$ cat src/sv/swmax_pkg.sv
// -----------------------------------------------------------------------------
// Sliding window maximum: shared definitions
// Default sizes, window register format and the command word that the
// controller broadcasts to every cell of the candidate chain.
// -----------------------------------------------------------------------------
package swmax_pkg;

   localparam int MAX_WINDOW_DEFAULT  = 64;
   localparam int SAMPLE_BITS_DEFAULT = 32;

   // Window size register
   localparam int              WINDOW_BITS  = 7;
   localparam logic [6:0]      WINDOW_RESET = 7'd1;

   // Broadcast command: step takes the pending sample, shift moves every
   // entry one cell toward the head, restart empties the chain but for the new sample.
   typedef struct packed {
      logic step;
      logic shift;
      logic restart;
   } cell_cmd_type;

endpackage

$ cat src/sv/swmax_cell.sv
// -----------------------------------------------------------------------------
// Sliding window maximum: candidate cell
// One deque slot. Holds a candidate value and its age, decides locally
// whether it survives the next sample and takes its successor's entry or
// the new sample from the neighbors.
// -----------------------------------------------------------------------------
module swmax_cell #(
   parameter int SAMPLE_BITS = swmax_pkg::SAMPLE_BITS_DEFAULT,
   parameter int AGE_BITS    = 6,
   parameter bit HEAD        = 1'b0
) (
   input  logic                      clock,
   input  logic                      reset,
   input  swmax_pkg::cell_cmd_type   cmd,
   input  logic [SAMPLE_BITS-1:0]    new_value,
   input  logic [AGE_BITS-1:0]       stale_age,
   input  logic                      up_valid,
   input  logic                      up_keep,
   input  logic [SAMPLE_BITS-1:0]    up_value,
   input  logic [AGE_BITS-1:0]       up_age,
   input  logic                      down_keep,
   output logic                      valid,
   output logic [SAMPLE_BITS-1:0]    value,
   output logic [AGE_BITS-1:0]       age,
   output logic                      keep,
   output logic                      stale
);
   import swmax_pkg::*;

   logic                   valid_ff, valid_in;
   logic [SAMPLE_BITS-1:0] value_ff, value_in;
   logic [AGE_BITS-1:0]    age_ff, age_in;

   logic                   src_keep;
   logic [SAMPLE_BITS-1:0] src_value;
   logic [AGE_BITS-1:0]    src_age;
   logic                   prev_keep;

   assign stale = valid_ff && (age_ff >= stale_age);
   assign keep  = valid_ff && !stale && !($signed(value_ff) < $signed(new_value));

   assign src_keep  = cmd.shift ? up_keep  : keep;
   assign src_value = cmd.shift ? up_value : value_ff;
   assign src_age   = cmd.shift ? up_age   : age_ff;
   // the new sample lands right behind the last surviving entry
   assign prev_keep = HEAD ? 1'b1 : (cmd.shift ? keep : down_keep);

   always_comb begin
      valid_in = valid_ff;
      value_in = value_ff;
      age_in   = age_ff;
      priority if (cmd.step) begin
         priority if (cmd.restart) begin
            valid_in = HEAD;
            value_in = new_value;
            age_in   = '0;
         end else if (src_keep) begin
            valid_in = 1'b1;
            value_in = src_value;
            age_in   = src_age + AGE_BITS'(1);
         end else if (prev_keep) begin
            valid_in = 1'b1;
            value_in = new_value;
            age_in   = '0;
         end else begin
            valid_in = 1'b0;
         end
      end else if (cmd.shift) begin
         // drop the head only, ages stay relative to the pending sample
         valid_in = up_valid;
         value_in = up_value;
         age_in   = up_age;
      end else begin
         // hold
         valid_in = valid_ff;
      end
   end

   always_ff @(posedge clock) begin
      if (reset) begin
         valid_ff <= 1'b0;
      end else begin
         valid_ff <= valid_in;
      end
   end

   always_ff @(posedge clock) begin
      value_ff <= value_in;
      age_ff   <= age_in;
   end

   assign valid = valid_ff;
   assign value = value_ff;
   assign age   = age_ff;

endmodule

$ cat config.mk
export PLATFORM = sky130hd
export DESIGN_NAME = swmax_cell
export DESIGN_NICKNAME = d
export VERILOG_FILES = /design/src/sv/swmax_pkg.sv /design/src/sv/swmax_cell.sv
export SDC_FILE = /design/constraint.sdc
export NUM_CORES = 1
export LEC_CHECK = 0
export ABC_AREA = 0
export BUFFER_PORTS_ARGS = -buffer_cell sky130_fd_sc_hd__buf_2
export CORE_MARGIN = 2
export CORE_UTILIZATION = 35
export DETAILED_ROUTE_END_ITERATION = 6
export GPL_ROUTABILITY_DRIVEN = 0
export PLACE_DENSITY = 0.69
export SYNTH_ARGS = -nofsm -noshare
export SYNTH_HDL_FRONTEND = slang
export SYNTH_SLANG_ARGS = --single-unit
$ cat constraint.sdc
create_clock -name clock -period 5.9 [get_ports clock]
set_input_delay 0.885 -clock clock [delete_from_list [all_inputs] [get_ports clock]]
set_output_delay 0.885 -clock clock [all_outputs]
set_load 0.05 [all_outputs]
; Yosys cells after proc, flatten, opt, wreduce, memory -nomap -nowiden
; Cells that the tools add are included.
[totals]
register_bits = 39
input_bits = 84
out_inout_bits = 41
elab_cells = 30
[op_classes]
n_addsub = 1
n_lt_le_gt_ge = 2
n_eq_ne = 1
muxes = 17
n_reduce_logical = 6
[op_table]
columns = operator, count
row1 = two-way mux 32 bit, 5
row2 = less-than comparator 32 bit, 1
row3 = two-way mux 6 bit, 5
row4 = two-way mux 1 bit, 7
row5 = "adder 6 x 1 -> 6 bit, second input constant", 1
row6 = greater-or-equal comparator 6 bit, 1
row7 = "!= test 4 x 2 -> 1 bit, second input constant", 1
row8 = logical AND 1 bit, 3
row9 = zero test 1 bit, 2
row10 = nonzero test 2 bit, 1

; Depth between registers and ports, before layout
; Gate-level depths: netlist of run 1.
[logic_depth]
ltp_word = 10
mapped_depth = 11
ltp_nobuf = 9

; Least setup slack after synthesis of run 1
; Ideal clock, no wire load.
[synth_timing]
path_type = input-to-reg
startpoint = input port new_value[25]
endpoint = register age_ff[0] (netlist: age[0]) (enable)
setup_ps = 439
t_arrival_ps = 3528
required_time_ps = 5461
setup_slack_ps = 1933
cell_stages = 9
cell_sequence = inv_1 -> ha_1 -> a21o_1 -> a221o_1 -> a211oi_2 -> o22ai_1 -> a221o_1 -> and2_1 -> or3_1
[synth_via]
elab_chain_len = 5
[synth_lines]
columns = item, line_no
row1 = from (decl), swmax_cell.sv:15  ; input logic [SAMPLE_BITS-1:0] new_value,
row2 = less-than comparator 32 bit *, swmax_cell.sv:40  ; assign keep = valid_ff && !stale && !($signed(value_ff) < $signed(new_value));
row3 = zero test 1 bit *, swmax_cell.sv:40
row4 = logical AND 1 bit *, swmax_cell.sv:40
row5 = named net keep, swmax_cell.sv:25  ; output logic keep,
row6 = "two-way mux 1 bit, on equally long branches", "swmax_cell.sv:42, swmax_cell.sv:46"
row7 = != test 4 x 2 -> 1 bit (no source line) *, -
row8 = to (signal assigned), swmax_cell.sv:89  ; age_ff <= age_in;
row9 = to (decl), swmax_cell.sv:32  ; logic [AGE_BITS-1:0] age_ff, age_in;
; The timed path passes the listed nets; every way through them passes the cells marked *.
; A chain may end at the register's enable or synchronous reset.

; Final worst setup path of run 1
[layout_timing]
startpoint = input port new_value[2]
endpoint = output port keep
[layout_via]
elab_chain_len = 3
[layout_lines]
columns = item, line_no
row1 = less-than comparator 32 bit, swmax_cell.sv:40
row2 = zero test 1 bit, swmax_cell.sv:40
row3 = logical AND 1 bit, swmax_cell.sv:40
row4 = to (decl), swmax_cell.sv:25
; No other way between the ends.

==> flow_summary_export.csv, run 1 <==
group,metric,value,unit
logic_synthesis,yosysTopAreaCellShare,36.5,%
global_routing,grt_overflow,0,
logic_synthesis,synth_area_leader_cell,"edfxtp_1",
critical_path,critPathKind,"in2out",
critical_path,rr_startpoint,"value[25]",
sta,fin_crit,3.82,ns
global_routing,grt_pass1_vias,2616,
floorplan,pin_count,125,
logic_synthesis,ys_types,40,
final_layout,final_cell_mix,"buf_2 (124), mux2i_1 (64), inv_1 (45)",
floorplan,core,8680,um^2
critical_path,timing.critical_path.mode_cell,"buf_2",
global_routing,grt_max_degree,48,
sta,tightest_slew,0.891,ns
critical_path,cp-end-kind,"output port",
logic_synthesis,syn_nets,411,
drt,via_per_inst,4.97,
clocking,cts_buffer_depth,2,
floorplan,fp.dieArea,9700,um^2
floorplan,start_util,36.0,%
global_routing,grt_usage,14.9,%
clocking,numCtsBuffers,5,
logic_synthesis,synth-seq-area-share,37.2,%
final_layout,drive_above_1_share,33.6,%
floorplan,rows,34,
critical_path,start_kind,"primary input",
global_routing,antenna_found_initial,0,
power_and_ir_drop,peakVddDrop,0.108,mV
sta,finalCritPeriodShare,64.7,%
sta,finalSetupViolCount,0,
logic_synthesis,ys_ff_latch,39,
drt,wl,7.21,mm
clocking,cts_sinks,39,
logic_synthesis,async_flop_share,0,%
placement,dpl.hpwl,5.71,mm
floorplan,dieWidth,98.5,um
logic_synthesis,syn-mean-instance-area,10.8,um^2
global_routing,grt_pass1_wl,11.8,mm
drt,drtPass1Iterations,4,
sta,rsz0062_at_grt,"false",
clocking,post_cts_buffers,0,
min_path,min_from,"value[8]",
logic_synthesis,synthTopCellsByArea,"edfxtp_1 (37%), mux2i_1 (21%), ha_1 (15%), inv_1 (5.4%), a21oi_1 (2.2%)",
min_path,holdPathStages,2,
flow_run,cap_violations,0,
sta,hold_violations,0,
logic_synthesis,synth-main-ff-cell,"edfxtp_1",
drt,drtAntennaViolNets,0,
logic_synthesis,synth_edf_count,38,
min_path,hold_end,"value[8]",
drt,wire_per_inst,13.8,um
logic_synthesis,yosys_warnings,0,
critical_path,rr_endpoint,"age[2]",
sta,drv_slew,0,
critical_path,worstPathMaxFanout,3,
clocking,clock_latency,0.29,ns
logic_synthesis,syn_inst,289,
clocking,cts.clk_slew.worst_paths,0.08,ns
critical_path,worst_ep_required_time,5.02,ns
critical_path,r2r_cells,8,
drt,drt_drc_violations_left,0,
sta,finClkSkew,0.00591,ns
logic_synthesis,syn_area,3120,um^2
clocking,hold_buffers,0,
final_layout,fin_nets,535,
power_and_ir_drop,finalPower,938,uW
critical_path,timing.critical_path.buf_inv,3,
final_layout,n_antenna_cell,0,
clocking,postCtsResizedCells,0,
drt,first_iter_violations,57,
run_status,status,"finished clean",
clocking,h-tree-depth,2,
floorplan,die_h,98.5,um
drt,vias,2595,
critical_path,cp_top_family,"compound AO/OA/AOI/OAI gates",
critical_path,slowest_stage,"o41ai_1",
clocking,cts_tree,"yes",
placement,portBuffers,124,
clocking,cts_root_buffer,"clkbuf_8",
critical_path,path_cells,"buf_2 > inv_1 > ha_1 > nand2_1 > o21ai_0 > a41oi_1 > o41ai_1 > a221o_1 > and2_1 > buf_2",
sta,max-slew-margin-rel,40.6,%
final_layout,final_common_cell,"buf_2",
power_and_ir_drop,p_per_area,241,nW/um^2
power_and_ir_drop,p_leak,2.12,nW
final_layout,syn2layout_area_growth,24.6,%
sta,fmax,262,MHz
sta,fin_setup_tns,0,ns
critical_path,r2r_slack,2.44,ns
min_path,min_path_type,"reg2reg",
critical_path,cp_slowest_stage_delay,0.48,ns
critical_path,critPathArrivalTime,2.93,ns
-- cell usage after synthesis (2+ instances only) --
cell / number
inv_1: 45
nor2b_1: 3
nand3_1: 2
ha_1: 38
edfxtp_1: 38
nand2b_1: 2
nand4_1: 3
a32oi_1: 2
clkbuf_1: 5
mux2i_1: 64
a21o_1: 4
and3_1: 2
nand2_1: 13
a211oi_1: 2
and4_1: 2
mux2_2: 3
a221o_1: 2
o41ai_1: 3
nor2_1: 6
buf_12: 2
a21oi_1: 14
o21ai_0: 11
or3_1: 3
and2_1: 4
-- flip-flops by register name, indices dropped and copies added (netlist names) --
register / count
age: 6
valid: 1
value: 32
-- where the power goes --
part / switching, mW / internal [mW]
logic: 0.251 / 0.130
clock network: 0.0904 / 0.0830
registers: 0.0315 / 0.351
-- metal layers --
metal	global-route usage [%]	routed length, um
met1	18.1	3180
met2	26.3	3450
met5	0	0
met4	4.00	98
met3	3.62	484
-- worst max-delay path by stage --
stage / slack [ns] / endpoint / from / cells past startpoint
2_1_floorplan: 1.93 / age[0] / new_value[25] / 9
3_3_place_gp: 1.94 / value[8] / new_value[25] / 10
3_5_place_dp: 1.91 / value[28] / new_value[25] / 10
4_1_cts: 2.07 / keep / new_value[2] / 10
5_1_grt: 1.96 / keep / new_value[25] / 10
6_report: 2.08 / keep / new_value[2] / 10
-- cells by family (layout without fill, tap and decap cells) --
kind of cell	after synthesis	in the layout	share of synthesized area, %
AND/OR/NAND/NOR	41	41	6.85
AO/OA/AOI/OAI	47	47	10.0
multiplexers	68	68	22.1
buffers and inverters	54	179	8.13
adder cells (fa/ha/maj)	38	38	15.2
XOR/XNOR	2	2	0.561
flip-flops	39	39	37.2
-- area by class of cell --
type,count,area [um^2]
fillers,858,4790
repair buffers,126,636
multi-input cells,196,1710
well taps,108,135
clock buffers,7,76.3
clock inverters,1,5.00
inverters,45,169
flip-flops and latches,39,1160
-- metrics by stage --
| step | instances | hold WS [ns] | cell area (um^2) | setup slack (ns) | util, % |
|---|---|---|---|---|---|
| final | 522 | 0.692 | 3890 | 2.08 | 44.9 |
| after global routing | 522 | 0.738 | 3890 | 1.96 | 44.9 |
| after CTS | 522 | 0.700 | 3890 | 2.07 | 44.9 |
| after detailed placement | 514 | 0.680 | 3810 | 1.91 | 43.9 |
| after global placement | 514 | 0.665 | 3810 | 1.94 | 43.9 |
| after floorplan | 289 | 0.942 | 3120 | 1.93 | - |
-- worst min-delay path, cell delays in order, from the launching register on --
cell and delay [ns]:
edfxtp_1 0.37, mux2i_1 0.07, mux2i_1 0.13
(Power assumes the default switching activity.)
==> inputs of run 2 (changes only) <==
- clock period: 5.9 -> 3.86 ns (I/O delays scaled with it)
==> run 2 against run 1 <==
  * Combinational power up 54%
  * Hold slack got worse by 0.16 ns
  * Wire length fell by 0.28%
  * Clock skew fell by 0.00052 ns
  * Die area unchanged
  * Sequential cell count is the same
  * Design area rose by 0.48%
  * Core utilization increased by 0.22 points
  * Clock power grew 55%
  * Largest cell class unchanged
  * Highest routed layer unchanged
==> flow_summary_export.csv, run 2 (synthesis gave the netlist of run 1 again) <==
group,metric,value,unit
clocking,cts.clk_slew.worst_paths,0.08,ns
drt,drt_drc_violations_left,0,
final_layout,design_area,3910,um^2
drt,wire_per_inst,13.8,um
drt,wl,7.19,mm
critical_path,timing.critical_path.buf_inv,1,
floorplan,pin_count,125,
drt,dr_wl_met2,3.37,mm
final_layout,largest_reg_flops,32,
floorplan,die_h,98.5,um
critical_path,critPathArrivalTime,3.23,ns
drt,dr_wl_met3,509,um
global_routing,grt_usage,14.8,%
critical_path,start_kind,"flip-flop",
sta,fin_setup_tns,0,ns
floorplan,rows,34,
flow_run,cap_violations,0,
clocking,cts_tree,"yes",
final_layout,drive_above_1_share,33.5,%
floorplan,core,8680,um^2
placement,dpl.hpwl,5.80,mm
sta,drv_slew,0,
drt,drtPass1Iterations,4,
sta,finalCritPeriodShare,83.9,%
sta,fin_crit,3.24,ns
global_routing,grt_pass1_wl,11.7,mm
global_routing,grt_overflow,0,
critical_path,cp_top_family,"compound AO/OA/AOI/OAI gates",
sta,finClkSkew,0.00540,ns
clocking,cts_sinks,39,
run_status,status,"finished clean",
clocking,h-tree-depth,2,
final_layout,final_common_cell,"buf_2",
placement,portBuffers,124,
drt,first_iter_violations,76,
clocking,numCtsBuffers,5,
global_routing,grt_pass1_vias,2515,
clocking,hold_buffers,0,
critical_path,slowest_stage,"or3_2",
final_layout,syn2layout_area_growth,25.2,%
critical_path,path_cells,"ha_1 > a21o_1 > a221o_1 > a211oi_2 > o22ai_1 > a221o_1 > and2_1 > or3_2 > buf_4",
floorplan,dieWidth,98.5,um
sta,fmax,309,MHz
global_routing,antenna_found_initial,0,
drt,met1_length,3.26,mm
clocking,cts_root_buffer,"clkbuf_8",
critical_path,cp_slowest_stage_delay,0.48,ns
drt,vias,2594,
sta,max-slew-margin-rel,53.3,%
placement,place_area,3830,um^2
sta,rsz0062_at_grt,"false",
clocking,cts_buffer_depth,2,
clocking,post_cts_buffers,0,
drt,drtAntennaViolNets,0,
critical_path,r2r_slack,0.62,ns
power_and_ir_drop,p_leak,2.13,nW
min_path,min_path_type,"in2reg",
global_routing,grt_max_degree,39,
final_layout,n_antenna_cell,0,
sta,hold_violations,0,
clocking,postCtsResizedCells,0,
critical_path,cp-end-kind,"flip-flop",
critical_path,worst_ep_required_time,3.85,ns
final_layout,final_cell_mix,"buf_2 (124), mux2i_1 (64), inv_1 (45)",
clocking,clock_latency,0.29,ns
power_and_ir_drop,p_per_area,367,nW/um^2
sta,tightest_slew,0.700,ns
drt,via_per_inst,4.96,
drt,top_layer,"met4",
critical_path,critPathKind,"reg2reg",
sta,finalSetupViolCount,0,
floorplan,fp.dieArea,9700,um^2
power_and_ir_drop,finalPower,1.44,mW
critical_path,worstPathMaxFanout,38,
critical_path,timing.critical_path.mode_cell,"a221o_1",
final_layout,fin_nets,536,
floorplan,start_util,36.0,%
power_and_ir_drop,peakVddDrop,0.168,mV
==> run 2: cell count changes in the layout (fill, tap and decap cells not counted) <==
cell and delta:
clkinv_1 +2, buf_12 +1, clkbuf_1 -1, clkinv_2 -1
==> run 2: worst reg2reg max path: cells and delay by family (launching register included) <==
| kind | cells | cell delay [ns] |
|---|---|---|
| fa+ha+maj | 1 | 0.33 |
| simple gates | 2 | 0.66 |
| flops | 1 | 0.43 |
| buf+inv | 1 | 0.30 |
| compound gates | 5 | 1.20 |
==> run 2: metal layers <==
metal | up-vias | track usage (%)
met5 | - | 0
met4 | 0 | 2.85
met3 | 6 | 3.76
met2 | 88 | 25.2
met1 | 1196 | 19.3
li1 | 1304 | -
==> run 2: path summary, 6_finish.rpt <==
check	start	end	depth (start not counted)
worst max register to register	value[25]	age[1]	9
worst max-delay path	value[25]	age[1]	9
worst min register to register	value[18]	value[18]	2
worst min-delay path	reset	valid	3
==> run 2: per-stage QoR <==
stage	worst slack (ns)	util, %	cells	hold WS, ns
final	0.620	45.1	523	0.537
after global routing	0.318	45.1	523	0.527
after CTS	0.533	45.1	523	0.525
after detailed placement	0.337	44.1	515	0.688
after global placement	0.387	44.1	515	0.668
after floorplan	0.0939	-	289	0.734
==> run 2: cell type report <==
cell class | count | area [um^2]
Clock buffer | 6 | 72.6
Clock inverter | 2 | 7.51
Fill cell | 862 | 4770
Inverter | 45 | 169
Multi-Input combinational cell | 196 | 1710
Sequential cell | 39 | 1160
Tap cell | 108 | 135
Timing Repair Buffer | 127 | 656
==> run 2: where the power goes <==
part	internal [mW]	total, mW	switching, mW	leakage, nW
Clock	0.124	0.268	0.144	0.0403
Combinational	0.201	0.586	0.385	1.68
Sequential	0.536	0.583	0.0466	0.408
Total	0.861	1.44	0.576	2.13
